--- src/hw/rtl/srr_pkg.sv ---
`timescale 1ns / 1ps
`default_nettype none
// ---------------------------------------------------------------------------
// Selective-repeat receiver package
// Shared constants, command codes and the types that pass between the
// front end, the execution back end and the result queue.
// ---------------------------------------------------------------------------
package srr_pkg;

	// Window and data sizes.
	localparam int WINDOW       = 8;
	localparam int SLOT_BITS    = (WINDOW > 1) ? $clog2(WINDOW) : 1;
	localparam int PAYLOAD_BITS = 64;
	localparam int ID_BITS      = 16;
	localparam int OP_BITS      = 2;
	localparam int DATA_BITS    = 64;

	// Configuration port.
	localparam int CFG_INDEX_BITS = 2;
	localparam int CFG_DATA_BITS  = 16;
	localparam logic [CFG_INDEX_BITS-1:0] REG_TOTAL   = 2'd0;
	localparam logic [CFG_INDEX_BITS-1:0] REG_TIMEOUT = 2'd1;
	localparam logic [CFG_DATA_BITS-1:0]  TOTAL_RESET   = 16'd853;
	localparam logic [CFG_DATA_BITS-1:0]  TIMEOUT_RESET = 16'd550;

	// Input operation codes.
	localparam logic [OP_BITS-1:0] OP_START = 2'd0;
	localparam logic [OP_BITS-1:0] OP_MSG   = 2'd1;
	localparam logic [OP_BITS-1:0] OP_TICK  = 2'd2;

	// Command kinds passed to the back end.
	localparam logic [1:0] CMD_START = 2'd0;
	localparam logic [1:0] CMD_MSG   = 2'd1;
	localparam logic [1:0] CMD_TICK  = 2'd2;

	// Queue depths.
	localparam int CMD_DEPTH = 2;
	localparam int RES_DEPTH = 2;

	// One classified request from the front end.
	typedef struct packed {
		logic [1:0]              kind;
		logic [ID_BITS-1:0]      id;
		logic [PAYLOAD_BITS-1:0] data;
	} cmd_t;

	// One result item.
	typedef struct packed {
		logic                    deliver_valid;
		logic [PAYLOAD_BITS-1:0] data;
		logic                    request_valid;
		logic [ID_BITS-1:0]      request_id;
		logic                    done_res;
		logic                    last;
	} res_t;

endpackage
`default_nettype wire

--- src/hw/rtl/srr_front.sv ---
`timescale 1ns / 1ps
`default_nettype none
// ---------------------------------------------------------------------------
// Selective-repeat receiver front end
// Accepts input items, decodes the operation into a command and holds it
// in a short queue until the back end takes it.
// ---------------------------------------------------------------------------
module srr_front (
	input  wire logic                              clk,
	input  wire logic                              arst_n,
	input  wire logic                              push,
	output logic                                   full,
	input  wire logic [srr_pkg::OP_BITS-1:0]       op,
	input  wire logic [srr_pkg::ID_BITS-1:0]       msg_id,
	input  wire logic [srr_pkg::DATA_BITS-1:0]     payload,
	output logic                                   cmd_valid,
	output srr_pkg::cmd_t                          cmd,
	input  wire logic                              cmd_pop
);

	localparam int PTR_BITS = (srr_pkg::CMD_DEPTH > 1) ? $clog2(srr_pkg::CMD_DEPTH) : 1;
	localparam int CNT_BITS = $clog2(srr_pkg::CMD_DEPTH + 1);

	srr_pkg::cmd_t         entry_q [srr_pkg::CMD_DEPTH];
	logic [PTR_BITS-1:0]   wr_ptr_q;
	logic [PTR_BITS-1:0]   rd_ptr_q;
	logic [CNT_BITS-1:0]   count_q;
	logic                  accept;
	logic                  known_op;
	logic                  enq;
	logic                  deq;
	srr_pkg::cmd_t         new_cmd;

	// Decode the operation; an unused code is accepted and dropped.
	always_comb begin
		known_op     = 1'b1;
		new_cmd.kind = srr_pkg::CMD_START;
		unique case (op)
			srr_pkg::OP_START: new_cmd.kind = srr_pkg::CMD_START;
			srr_pkg::OP_MSG:   new_cmd.kind = srr_pkg::CMD_MSG;
			srr_pkg::OP_TICK:  new_cmd.kind = srr_pkg::CMD_TICK;
			default:           known_op = 1'b0;
		endcase
		new_cmd.id   = msg_id;
		new_cmd.data = payload[srr_pkg::PAYLOAD_BITS-1:0];
	end

	assign full      = (count_q == CNT_BITS'(srr_pkg::CMD_DEPTH));
	assign accept    = push && !full;
	assign enq       = accept && known_op;
	assign cmd_valid = (count_q != '0);
	assign deq       = cmd_pop && cmd_valid;
	assign cmd       = entry_q[rd_ptr_q];

	// Queue pointers and fill level.
	always_ff @(posedge clk or negedge arst_n) begin
		if (!arst_n) begin
			wr_ptr_q <= '0;
			rd_ptr_q <= '0;
			count_q  <= '0;
		end else begin
			if (enq) begin
				wr_ptr_q <= (wr_ptr_q == PTR_BITS'(srr_pkg::CMD_DEPTH - 1)) ? '0 : wr_ptr_q + 1'b1;
			end
			if (deq) begin
				rd_ptr_q <= (rd_ptr_q == PTR_BITS'(srr_pkg::CMD_DEPTH - 1)) ? '0 : rd_ptr_q + 1'b1;
			end
			if (enq && !deq) begin
				count_q <= count_q + 1'b1;
			end else if (!enq && deq) begin
				count_q <= count_q - 1'b1;
			end
		end
	end

	// Queue storage.
	always_ff @(posedge clk) begin
		if (enq) begin
			entry_q[wr_ptr_q] <= new_cmd;
		end
	end

endmodule
`default_nettype wire

--- src/hw/rtl/srr_result_queue.sv ---
`timescale 1ns / 1ps
`default_nettype none
// ---------------------------------------------------------------------------
// Selective-repeat receiver result queue
// Holds finished results so the back end keeps working while the
// consumer stalls.
// ---------------------------------------------------------------------------
module srr_result_queue (
	input  wire logic          clk,
	input  wire logic          arst_n,
	input  wire logic          res_push,
	input  wire srr_pkg::res_t res_in,
	output logic               res_full,
	output logic               empty,
	input  wire logic          pop,
	output srr_pkg::res_t      res_out
);

	localparam int PTR_BITS = (srr_pkg::RES_DEPTH > 1) ? $clog2(srr_pkg::RES_DEPTH) : 1;
	localparam int CNT_BITS = $clog2(srr_pkg::RES_DEPTH + 1);

	srr_pkg::res_t         entry_q [srr_pkg::RES_DEPTH];
	logic [PTR_BITS-1:0]   wr_ptr_q;
	logic [PTR_BITS-1:0]   rd_ptr_q;
	logic [CNT_BITS-1:0]   count_q;
	logic                  enq;
	logic                  deq;

	assign res_full = (count_q == CNT_BITS'(srr_pkg::RES_DEPTH));
	assign empty    = (count_q == '0);
	assign enq      = res_push && !res_full;
	assign deq      = pop && !empty;
	assign res_out  = entry_q[rd_ptr_q];

	// Queue pointers and fill level.
	always_ff @(posedge clk or negedge arst_n) begin
		if (!arst_n) begin
			wr_ptr_q <= '0;
			rd_ptr_q <= '0;
			count_q  <= '0;
		end else begin
			if (enq) begin
				wr_ptr_q <= (wr_ptr_q == PTR_BITS'(srr_pkg::RES_DEPTH - 1)) ? '0 : wr_ptr_q + 1'b1;
			end
			if (deq) begin
				rd_ptr_q <= (rd_ptr_q == PTR_BITS'(srr_pkg::RES_DEPTH - 1)) ? '0 : rd_ptr_q + 1'b1;
			end
			if (enq && !deq) begin
				count_q <= count_q + 1'b1;
			end else if (!enq && deq) begin
				count_q <= count_q - 1'b1;
			end
		end
	end

	// Queue storage.
	always_ff @(posedge clk) begin
		if (enq) begin
			entry_q[wr_ptr_q] <= res_in;
		end
	end

endmodule
`default_nettype wire

--- src/hw/rtl/srr_back.sv ---
`timescale 1ns / 1ps
`default_nettype none
// ---------------------------------------------------------------------------
// Selective-repeat receiver back end
// Holds the window state and the configuration registers, and carries out
// commands: start requests, message buffering with in-order draining, and
// idle timeouts. One result is produced per cycle at most.
// ---------------------------------------------------------------------------
module srr_back (
	input  wire logic                                clk,
	input  wire logic                                arst_n,
	input  wire logic                                cfg_we,
	input  wire logic [srr_pkg::CFG_INDEX_BITS-1:0]  cfg_index,
	input  wire logic [srr_pkg::CFG_DATA_BITS-1:0]   cfg_data,
	input  wire logic                                cmd_valid,
	input  wire srr_pkg::cmd_t                       cmd,
	output logic                                     cmd_pop,
	input  wire logic                                res_full,
	output logic                                     res_push,
	output srr_pkg::res_t                            res
);

	localparam int W  = srr_pkg::WINDOW;
	localparam int SB = srr_pkg::SLOT_BITS;
	localparam int IB = srr_pkg::ID_BITS;

	localparam logic [1:0] ST_IDLE  = 2'd0;
	localparam logic [1:0] ST_START = 2'd1;
	localparam logic [1:0] ST_DRAIN = 2'd2;

	logic [1:0]                       state_q, state_d;
	logic [IB-1:0]                    base_q, base_d;
	logic [SB-1:0]                    head_q, head_d;
	logic [IB-1:0]                    timer_q, timer_d;
	logic                             finished_q, finished_d;
	logic [W-1:0]                     valid_q, valid_d;
	logic [SB-1:0]                    cnt_q, cnt_d;
	logic [srr_pkg::CFG_DATA_BITS-1:0] total_q;
	logic [srr_pkg::CFG_DATA_BITS-1:0] timeout_q;
	logic [srr_pkg::PAYLOAD_BITS-1:0] slot_data_q [W];

	logic                             wr_en;
	logic [SB-1:0]                    wr_slot;
	logic                             in_window;
	logic [IB-1:0]                    offset;
	logic [SB:0]                      msg_sum;
	logic [SB-1:0]                    msg_slot;
	logic [IB-1:0]                    base_inc;
	logic [SB-1:0]                    head_inc;
	logic [IB:0]                      req_next;
	logic                             req_ok;
	logic                             drain_done;
	logic [IB-1:0]                    timer_inc;

	// Window check and slot position of an arriving message.
	assign in_window = (cmd.id >= base_q) &&
		({1'b0, cmd.id} < ({1'b0, base_q} + (IB+1)'(W)));
	assign offset    = cmd.id - base_q;
	assign msg_sum   = {1'b0, head_q} + {1'b0, offset[SB-1:0]};
	assign msg_slot  = (msg_sum >= (SB+1)'(W)) ? SB'(msg_sum - (SB+1)'(W)) : msg_sum[SB-1:0];

	// Base advance, request id and completion test for one delivery.
	assign base_inc   = base_q + 1'b1;
	assign head_inc   = (base_q == '1) ? '0 :
		((head_q == SB'(W - 1)) ? '0 : head_q + 1'b1);
	assign req_next   = {1'b0, base_inc} + (IB+1)'(W - 1);
	assign req_ok     = (req_next < {1'b0, total_q});
	assign drain_done = (base_inc >= total_q);

	// Saturating idle timer.
	assign timer_inc = (timer_q == '1) ? timer_q : timer_q + 1'b1;

	// Command sequencer.
	always_comb begin
		state_d    = state_q;
		base_d     = base_q;
		head_d     = head_q;
		timer_d    = timer_q;
		finished_d = finished_q;
		valid_d    = valid_q;
		cnt_d      = cnt_q;
		cmd_pop    = 1'b0;
		res_push   = 1'b0;
		res        = '0;
		wr_en      = 1'b0;
		wr_slot    = msg_slot;
		unique case (state_q)
			ST_IDLE: begin
				if (cmd_valid && !res_full) begin
					cmd_pop = 1'b1;
					case (cmd.kind)
						srr_pkg::CMD_START: begin
							base_d     = '0;
							head_d     = '0;
							timer_d    = '0;
							finished_d = 1'b0;
							valid_d    = '0;
							cnt_d      = '0;
							state_d    = ST_START;
						end
						srr_pkg::CMD_MSG: begin
							if (!finished_q && in_window) begin
								wr_en             = 1'b1;
								valid_d[msg_slot] = 1'b1;
								state_d           = ST_DRAIN;
							end
						end
						srr_pkg::CMD_TICK: begin
							if (!finished_q) begin
								if (timer_inc > timeout_q) begin
									timer_d            = '0;
									res_push           = 1'b1;
									res.request_valid  = 1'b1;
									res.request_id     = base_q;
									res.last           = 1'b1;
								end else begin
									timer_d = timer_inc;
								end
							end
						end
						default: begin
						end
					endcase
				end
			end
			ST_START: begin
				// First window of ids: one request per cycle while res_full is low.
				if (!res_full) begin
					res_push          = 1'b1;
					res.request_valid = 1'b1;
					res.request_id    = IB'(cnt_q);
					res.last          = (cnt_q == SB'(W - 1));
					cnt_d             = cnt_q + 1'b1;
					if (cnt_q == SB'(W - 1)) begin
						state_d = ST_IDLE;
					end
				end
			end
			ST_DRAIN: begin
				// Deliver the slot at the base while it holds data.
				if (!valid_q[head_q]) begin
					state_d = ST_IDLE;
				end else if (!res_full) begin
					res_push          = 1'b1;
					res.deliver_valid = 1'b1;
					res.data          = slot_data_q[head_q];
					res.request_valid = req_ok;
					res.request_id    = req_ok ? req_next[IB-1:0] : '0;
					res.done_res      = drain_done;
					res.last          = drain_done || !valid_q[head_inc];
					valid_d[head_q]   = 1'b0;
					timer_d           = '0;
					base_d            = base_inc;
					head_d            = head_inc;
					if (drain_done) begin
						finished_d = 1'b1;
					end
					if (drain_done || !valid_q[head_inc]) begin
						state_d = ST_IDLE;
					end
				end
			end
			default: begin
				state_d = ST_IDLE;
			end
		endcase
	end

	// Control state.
	always_ff @(posedge clk or negedge arst_n) begin
		if (!arst_n) begin
			state_q    <= ST_IDLE;
			base_q     <= '0;
			head_q     <= '0;
			timer_q    <= '0;
			finished_q <= 1'b0;
			valid_q    <= '0;
			cnt_q      <= '0;
		end else begin
			state_q    <= state_d;
			base_q     <= base_d;
			head_q     <= head_d;
			timer_q    <= timer_d;
			finished_q <= finished_d;
			valid_q    <= valid_d;
			cnt_q      <= cnt_d;
		end
	end

	// Configuration registers.
	always_ff @(posedge clk or negedge arst_n) begin
		if (!arst_n) begin
			total_q   <= srr_pkg::TOTAL_RESET;
			timeout_q <= srr_pkg::TIMEOUT_RESET;
		end else if (cfg_we) begin
			unique case (cfg_index)
				srr_pkg::REG_TOTAL:   total_q   <= cfg_data;
				srr_pkg::REG_TIMEOUT: timeout_q <= cfg_data;
				default: begin
				end
			endcase
		end
	end

	// Slot payload storage.
	always_ff @(posedge clk) begin
		if (wr_en) begin
			slot_data_q[wr_slot] <= cmd.data;
		end
	end

	// A result is never pushed into a full queue.
	a_push_space: assert property (@(posedge clk) disable iff (!arst_n)
		res_push |-> !res_full)
		else $error("result pushed while result queue full");

	// Deliveries come only from the drain sequence.
	a_deliver_drain: assert property (@(posedge clk) disable iff (!arst_n)
		(res_push && res.deliver_valid) |-> (state_q == ST_DRAIN))
		else $error("delivery outside drain");

	// The transfer completes only through a delivery marked done.
	a_finish_cause: assert property (@(posedge clk) disable iff (!arst_n)
		$rose(finished_q) |-> $past(res_push && res.done_res))
		else $error("finished set without a done delivery");

	// A new command is taken only when the sequencer is idle.
	a_pop_idle: assert property (@(posedge clk) disable iff (!arst_n)
		cmd_pop |-> (state_q == ST_IDLE && cmd_valid))
		else $error("command taken while busy");

	// After the last start request the sequencer returns to idle.
	a_start_end: assert property (@(posedge clk) disable iff (!arst_n)
		(state_q == ST_START && res_push && res.last) |=> (state_q == ST_IDLE))
		else $error("start sequence did not end");

endmodule
`default_nettype wire

--- src/hw/rtl/selective_repeat_receiver.sv ---
`timescale 1ns / 1ps
`default_nettype none
// ---------------------------------------------------------------------------
// Selective-repeat receiver
// Receiver side of a selective-repeat ARQ link with an eight-slot window.
// ---------------------------------------------------------------------------
// Usage:
//   Input items enter through push/full; op selects start, message or tick.
//   Results leave through empty/pop; each carries a delivery, a request for
//   the sender, or both, and last marks the final result of its item.
//   Configuration writes (cfg_we, cfg_index, cfg_data) take effect at once
//   and the user must make them only while the block is idle (unchecked).
// Flow:
//   An accepted item waits in the command queue until the back end is idle
//   and the result queue has room. A tick's result, if any, is pushed when
//   the tick is taken; the first result of a start or a kept message comes
//   from the start or drain state entered after it is taken. The sequencer
//   produces at most one result per cycle: a start gives one request per
//   slot of the first window, a kept message one delivery per slot drained.
//   A two-entry command queue keeps accepting while the sequencer works.
// Reset:
//   Clears the window, timer and finished flag, and loads the default
//   message total and timeout. No clearing pass is needed.
// Stalls:
//   When the result queue fills, the sequencer waits; the command queue
//   then fills and full rises. Nothing is lost.
// ---------------------------------------------------------------------------
module selective_repeat_receiver (
	input  wire logic                                clk,
	input  wire logic                                arst_n,
	input  wire logic                                push,
	output logic                                     full,
	input  wire logic [srr_pkg::OP_BITS-1:0]         op,
	input  wire logic [srr_pkg::ID_BITS-1:0]         msg_id,
	input  wire logic [srr_pkg::DATA_BITS-1:0]       payload,
	output logic                                     empty,
	input  wire logic                                pop,
	output logic                                     deliver_valid,
	output logic [srr_pkg::DATA_BITS-1:0]            delivered_data,
	output logic                                     request_valid,
	output logic [srr_pkg::ID_BITS-1:0]              request_id,
	output logic                                     done_res,
	output logic                                     last,
	input  wire logic                                cfg_we,
	input  wire logic [srr_pkg::CFG_INDEX_BITS-1:0]  cfg_index,
	input  wire logic [srr_pkg::CFG_DATA_BITS-1:0]   cfg_data
);

	logic           cmd_valid;
	srr_pkg::cmd_t  cmd;
	logic           cmd_pop;
	logic           res_full;
	logic           res_push;
	srr_pkg::res_t  res_in;
	srr_pkg::res_t  res_out;

	// Front end: accept and classify.
	srr_front u_front (
		.clk       (clk),
		.arst_n    (arst_n),
		.push      (push),
		.full      (full),
		.op        (op),
		.msg_id    (msg_id),
		.payload   (payload),
		.cmd_valid (cmd_valid),
		.cmd       (cmd),
		.cmd_pop   (cmd_pop)
	);

	// Back end: window state and result generation.
	srr_back u_back (
		.clk       (clk),
		.arst_n    (arst_n),
		.cfg_we    (cfg_we),
		.cfg_index (cfg_index),
		.cfg_data  (cfg_data),
		.cmd_valid (cmd_valid),
		.cmd       (cmd),
		.cmd_pop   (cmd_pop),
		.res_full  (res_full),
		.res_push  (res_push),
		.res       (res_in)
	);

	// Result queue toward the consumer.
	srr_result_queue u_res_queue (
		.clk      (clk),
		.arst_n   (arst_n),
		.res_push (res_push),
		.res_in   (res_in),
		.res_full (res_full),
		.empty    (empty),
		.pop      (pop),
		.res_out  (res_out)
	);

	// Result fields onto the ports.
	assign deliver_valid  = res_out.deliver_valid;
	assign delivered_data = srr_pkg::DATA_BITS'(res_out.data);
	assign request_valid  = res_out.request_valid;
	assign request_id     = res_out.request_id;
	assign done_res       = res_out.done_res;
	assign last           = res_out.last;

endmodule
`default_nettype wire
--- config.mk ---
export PLATFORM = sky130hd
export DESIGN_NAME = selective_repeat_receiver
export DESIGN_NICKNAME = d
export VERILOG_FILES = /design/src/hw/rtl/srr_pkg.sv /design/src/hw/rtl/srr_front.sv /design/src/hw/rtl/srr_result_queue.sv /design/src/hw/rtl/srr_back.sv /design/src/hw/rtl/selective_repeat_receiver.sv
export SDC_FILE = /design/constraint.sdc
export NUM_CORES = 1
export LEC_CHECK = 0
export ABC_AREA = 1
export BUFFER_PORTS_ARGS = -buffer_cell sky130_fd_sc_hd__buf_4
export CAP_MARGIN = 20
export CORE_ASPECT_RATIO = 2
export CORE_MARGIN = 2
export CORE_UTILIZATION = 31
export DETAILED_ROUTE_END_ITERATION = 10
export MAX_ROUTING_LAYER = met4
export PLACE_DENSITY = 0.45
export SYNTH_ARGS = -nofsm -noshare
export SYNTH_HDL_FRONTEND = slang
export SYNTH_HIERARCHICAL = 1
export SYNTH_SLANG_ARGS = --single-unit
--- constraint.sdc ---
create_clock -name clk -period 19.72 [get_ports clk]
set_input_delay 1.972 -clock clk [delete_from_list [all_inputs] [get_ports clk]]
set_output_delay 1.972 -clock clk [all_outputs]
set_load 0.005 [all_outputs]
# [Word level (Yosys, flattened, before mapping)]
# Memory sizes are Yosys's and may differ from the RTL's.
# Index checks and enable logic that the tools add are counted.
[word_totals] memories=3 ramBits=844 register_bits=89 elab_cells=212
[mem_list] name="u_back.slot_data_q" words=8 width=64 rd=1 rd_clocked_by_memory_dff=0 write_ports=1 line="srr_back.sv:40" text="logic [srr_pkg::PAYLOAD_BITS-1:0] slot_data_q [W];"
[mem_list] name="u_res_queue.entry_q" words=2 width=84 rd=1 rd_clocked_by_memory_dff=0 write_ports=1 line="srr_result_queue.sv:22" text="srr_pkg::res_t entry_q [srr_pkg::RES_DEPTH];"
[mem_list] name="u_front.entry_q" words=2 width=82 rd=1 rd_clocked_by_memory_dff=0 write_ports=1 line="srr_front.sv:24" text="srr_pkg::cmd_t entry_q [srr_pkg::CMD_DEPTH];"
[op_classes] eq_ne=26 muxes=94 n_addsub=17 n_reduce_logical=43 order_cmp=11 bitwise=3
[ops] cell="$mux 16" count=11
[ops] cell="$mux 84" count=2
[ops] cell="$pmux 16 s2" count=3
[ops] cell="$mux 17" count=5
[ops] cell="$mux 65" count=1
[ops] cell="$pmux 17 s3" count=1
[ops] cell="$mux 1" count=34
[ops] cell="$add 16x1->16 const B" count=2
[ops] cell="$eq 16x16->1 const B" count=2
[ops] cell="$ge 16x16->1" count=2
[ops] cell="$mux 8" count=4
[ops] cell="$pmux 8 s2" count=2
[ops] cell="$mux 3" count=8
[ops] cell="$mux 2" count=11
[ops] cell="$reduce_and 6->1" count=3
[ops] cell="$add 16x3->17 const B" count=1
[ops] cell="$add 16x4->17 const B" count=1
[ops] cell="$lt 16x17->1" count=1
[ops] cell="$lt 17x16->1" count=1
[ops] cell="$gt 16x16->1" count=1
[ops] cell="$ne 3x3->1 const B" count=5
[ops] cell="$logic_and 1x1->1" count=14
[ops] cell="$lt 3x4->1 const B" count=3
[ops] cell="$pmux 3 s2" count=2
[ops] cell="33 further kinds" count=74

# [Longest topological paths before layout]
# An unclocked memory read counts as a cell.
[depth] word_depth=14 depth_mapped=29 depth_no_buf=28

# [Cells and area by module]
# The synthesis kept the hierarchy.
[modules_own_cells] module="srr_back" instances=1 area_each_um2=25831.0 cells_each=2110
[modules_own_cells] module="srr_result_queue" instances=1 area_each_um2=6363.6 cells_each=471
[modules_own_cells] module="srr_front" instances=1 area_each_um2=6278.5 cells_each=466

# [Least setup slack after synthesis]
# Ideal clock, no wire load.
[synth_timing] path_kind="reg2reg" start="reg u_back.timer_q[0]" end="mem u_res_queue/entry_q[1][0] (netlist bit) (enable)" arrival_ps=6399 stages_incl_launch_ff=22 synth_period_minus_slack_ps=6927 setup_slack_ps=12793 path_cell_list="dfrtp_1 > ha_1 > nand2_1 > nor3_1 > nand2_1 > nor2_1 > nand2_2 > nand2_1 > xor2_1 > inv_1 > ha_1 > nand2_1 > nor3_1 > nand2_1 > nand2_1 > nand2_1 > inv_1 > nand2_1 > buf_2 > nand3_1 > o21ai_0 > nor2_1"
[synth_between] elab_chain_cells=11
[synth_lines] element="from (decl)" line="srr_back.sv:34" text="logic [IB-1:0] timer_q, timer_d;"
[synth_lines] element="from (signal assigned)" line="srr_back.sv:183" text="timer_q <= timer_d;"
[synth_lines] element="$add 16x1->16 / $eq 16x16->1 (equally long branches)" line="srr_back.sv:71" text="assign timer_inc = (timer_q == '1) ? timer_q : timer_q + 1'b1;"
[synth_lines] element="$mux 16 (*)" line="srr_back.sv:71"
[synth_lines] element="$gt 16x16->1 (*)" line="srr_back.sv:110" text="if (timer_inc > timeout_q) begin"
[synth_lines] element="$mux 1 (*)" line="srr_back.sv:110"
[synth_lines] element="$mux 1 (*)" line="srr_back.sv:109" text="if (!finished_q) begin"
[synth_lines] element="$mux 1 (*)" line="srr_back.sv:91" text="case (cmd.kind)"
[synth_lines] element="$mux 1 (*)" line="srr_back.sv:89" text="if (cmd_valid && !res_full) begin"
[synth_lines] element="$pmux 1 s3 (*)" line="srr_back.sv:87" text="unique case (state_q)"
[synth_lines] element="via res_push" line="selective_repeat_receiver.sv:53" text="logic res_push;"
[synth_lines] element="$logic_and 1x1->1 (*)" line="srr_result_queue.sv:31" text="assign enq = res_push && !res_full;"
[synth_lines] element="$mux 1 (*)" line="srr_result_queue.sv:58" text="if (enq) begin"
[synth_lines] element="$mux 1 (implied by the code) (*)" line="srr_result_queue.sv:59" text="entry_q[wr_ptr_q] <= res_in;"
[synth_lines] element="to (decl)" line="srr_result_queue.sv:22"
# The timed path passes the listed nets; every way through them passes the cells marked *.

# [Final worst setup path]
[layout_timing] start="reg u_back.timer_q[0]" end="mem u_res_queue/entry_q[0][55] (netlist bit) (enable)"
[layout_between] elab_chain_cells=11
[layout_lines] element="$add 16x1->16 / $eq 16x16->1 (equally long branches)" line="srr_back.sv:71"
[layout_lines] element="$mux 16 (*)" line="srr_back.sv:71"
[layout_lines] element="$gt 16x16->1 (*)" line="srr_back.sv:110"
[layout_lines] element="$mux 1 (*)" line="srr_back.sv:110"
[layout_lines] element="$mux 1 (*)" line="srr_back.sv:109"
[layout_lines] element="$mux 1 (*)" line="srr_back.sv:91"
[layout_lines] element="$mux 1 (*)" line="srr_back.sv:89"
[layout_lines] element="$pmux 1 s3 (*)" line="srr_back.sv:87"
[layout_lines] element="via res_push" line="selective_repeat_receiver.sv:53"
[layout_lines] element="$logic_and 1x1->1 (*)" line="srr_result_queue.sv:31"
[layout_lines] element="via u_res_queue.enq" line="srr_result_queue.sv:26" text="logic enq;"
[layout_lines] element="$mux 1 (*)" line="srr_result_queue.sv:58"
[layout_lines] element="$mux 1 (implied by the code) (*)" line="srr_result_queue.sv:59"
# Marked as above.

==> results.yml <==
outcome:
  outcome: "finished clean"
timing:
  worst_slew_pin_slew_ns: 1.06
  max_clock_freq_mhz: 178
  fin_worst_skew_ns: 0.0250
  post-route-period-util_pct: 28.5
  fin_crit_ns: 5.63
  fin_setup_tns_ns: 0
  timing.final.setup_violations: 0
  timing.final.hold_violations: 0
  drv_slew: 0
  relSlewSlack_pct: 29.1
  rsz_0062_raised_after_global_routing: "no"
finish:
  share_of_cells_above_drive_strength_1_pct: 13.0
  instances_no_fill: 4872
  regArea_um2: 27600
  multiInputGateArea_um2: 9450
  area.growth.synth_to_final_pct: 15.1
  final.fill_count: 12000
  final_net_count: 3432
die:
  design.portCount: 191
  floorplan.initialDensity_pct: 31.3
  die_x_um: 253
  floorplan_row_count: 182
  floorplan.core_area_um2: 123000
  floorplan.die.height_um: 502
  die-area_um2: 127000
worst_hold_path:
  min-delay-path-class: "flop to flop"
worst_setup_path:
  arrival_ns: 5.94
  cells_along_the_critical_path: "ha_1, nand2_1, nor3_1, nand2_1, nor2_1, nand2_2, nand2_1, xor2_1, inv_1, ha_1, nand2_1, nor3_1, nand2_1, nand2_1, nand2_1, inv_1, nand2_1, nand3_1, inv_1, nor2_1, nand2_1, inv_4, buf_4"
  crit_path_end_kind: "flop"
  critical_path.startpoint_type: "flop"
  worst-setup-path-type: "flop to flop"
  r2r_setup_slk_ns: 14.09
  crit_path_max_fanout: 46
  worst_path_largest_cell_delay_ns: 0.69
  critPathMostFrequentCell: "sky130_fd_sc_hd__nand2_1"
  slowest_library_cell_on_the_worst_path: "sky130_fd_sc_hd__buf_4"
  cp_data_required_time_ns: 20.03
yosys:
  synth_flop_cell: "sky130_fd_sc_hd__edfxtp_1"
  synthArstFlopShare_pct: 9.54
  syn-num-nets: 3241
  yosysTopAreaCell: "sky130_fd_sc_hd__edfxtp_1"
  netlist_area_um2: 38500
  yosysWarnings: 6
  synth_top_cell_area_share_pct: 65.9
  synth-edff-count: 844
  synth.yosys.seq_area_share_pct: 71.7
  syn_avg_cell_area_um2: 12.6
  synth-seq-cells: 933
  post_synth_main_area_contributors: "sky130_fd_sc_hd__edfxtp_1, sky130_fd_sc_hd__nand2_1, sky130_fd_sc_hd__dfrtp_1"
  post-synth-top-count-cell: "sky130_fd_sc_hd__nand2_1"
  most_instantiated_cells_after_synthesis: "sky130_fd_sc_hd__nand2_1, sky130_fd_sc_hd__edfxtp_1, sky130_fd_sc_hd__inv_1, sky130_fd_sc_hd__o21ai_0, sky130_fd_sc_hd__ha_1"
  synth_cell_type_count: 53
  synthCells: 3047
clock_tree:
  ctsHoldBuffers: 0
  cts_resized: 0
  cts_max_level: 3
  tritoncts: "done"
  clockRootBuffer: "sky130_fd_sc_hd__clkbuf_16"
  cts_setup_buffers: 0
  cts_inserted_buffers: 88
  worst_setup_hold_path_clk_slew_ns: 0.07
  max-clock-path-buffers: 3
  cts_sinks: 933
  clock_latency_ns: 0.70
routing:
  wirelength_um: 110000
  vias: 23700
  antenna_violating_nets_post_route: 0
  drt_iter0_drc: 1323
  route.detailed.wl_per_inst_um: 22.6
  detail_route.first_pass.iterations: 5
  route.detailed.vias_per_inst: 4.86
  detail_route.drc_violations: 0
global_route:
  overflow: 0
  grt_pass1_vias: 24700
  grt_pass1_wl_um: 162000
  grt_antenna_before_repair: 1
  grt.total_usage_pct: 18.0
  pin_count_of_the_biggest_net_entering_global_routing: 65
power:
  irDropWorstVdd_v: 0.0000699
  power_density_nw_per_um2: 132
  leakagePower_nw: 16.6
job:
  max-cap-violations: 0
placed_design:
  place.detailed.hpwl_um: 71500
  placed_cells: 4711
  io_buffers: 190
  routabilityCongestion: 0.895
placed cells by master (no fill, tap or decap), drive strengths merged, types with 10 or more instances in the layout:
cell,instances
nand2,1004
edfxtp,844
buf,220
inv,219
o21ai,116
clkbuf,113
nor2,92
ha,87
a221oi,79
dfrtp,79
nand3,75
a21oi,64
a22oi,61
clkinv,40
a41oi,37
xor2,27
a22o,21
nand4,21
o22ai,20
nor3,16
a31oi,16
dfstp,10
flip-flops by register name (all words and copies together), names as in the netlist:
signal	count
u_back/total_q	16
u_back/state_q	2
u_front/count_q	2
u_back/slot_data_q	512
u_back/timer_q	16
u_res_queue/rd_ptr_q	1
u_back/cnt_q	3
u_res_queue/entry_q	168
u_back/base_q	16
u_front/entry_q	164
u_front/wr_ptr_q	1
u_back/valid_q	8
u_res_queue/count_q	2
u_res_queue/wr_ptr_q	1
u_back/timeout_q	16
u_back/finished_q	1
u_back/head_q	3
u_front/rd_ptr_q	1
through the flow:
step / cell area [µm²] / util, % / hold WS [ns] / worst slack (ns) / power (mW)
detailed placement: 41500 / 33.7 / 0.468 / 14.10 / 4.28
CTS: 44300 / 36.0 / 0.485 / 14.03 / 5.97
global route: 44300 / 36.0 / 0.503 / 13.52 / 6.19
finish: 44300 / 36.0 / 0.487 / 14.09 / 5.86
floorplan: 38500 / - / 0.449 / 12.79 / 3.61
global placement: 41500 / 33.7 / 0.464 / 14.15 / 4.27
final timing paths:
kind	start	endpoint	depth (start not counted)
setup / recovery	u_back/timer_q[0]	u_res_queue/entry_q[0][55]	23
hold reg to reg	u_front/wr_ptr_q	u_front/wr_ptr_q	2
max in group asynchronous	arst_n	u_res_queue/rd_ptr_q	2
min in group asynchronous	arst_n	u_front/wr_ptr_q	1
hold / removal	u_front/wr_ptr_q	u_front/wr_ptr_q	2
setup reg to reg	u_back/timer_q[0]	u_res_queue/entry_q[0][55]	23
power breakdown:
part	internal (mW)	switching, mW
logic	0.415	1.05
registers	2.61	0.116
clock network	0.908	0.760
total	3.94	1.92
cell families (layout without fill, tap and decap cells):
logic type,after synthesis,in the layout,share of synthesized area [%]
and+or+nand+nor,1219,1219,12.9
DFF,933,933,71.7
AOI/OAI and AO/OA,431,431,7.75
buffers and inverters,341,600,3.94
adders and majority gates,89,89,2.93
xor gates and xnor gates,34,34,0.774
other,0,2,0
worst max-delay path, delay by kind of cell (launching register included):
family,cells,cell delay (ns)
xor+xnor,1,0.15
fa+ha+maj,2,0.48
buf+inv,5,1.45
flops,1,0.40
simple gates,15,2.70
routing by layer:
layer | wire [µm] | track usage [%] | vias to the layer above
met3 | 3930 | 2.51 | 182
met2 | 60700 | 33.6 | 520
li1 | - | - | 11200
met5 | 0 | - | -
met1 | 42300 | 19.4 | 11800
met4 | 3490 | 6.20 | 0
final cells by class:
type	count	share of cell area (%)
Tap cell	1564	4.42
Clock inverter	45	1.02
Multi-Input combinational cell	1773	21.3
Timing Repair Buffer	220	3.75
Clock buffer	113	5.25
Antenna cell	2	0.0113
Inverter	222	1.93
Sequential cell	933	62.3
No activity file was read; power rests on OpenSTA's default activity.
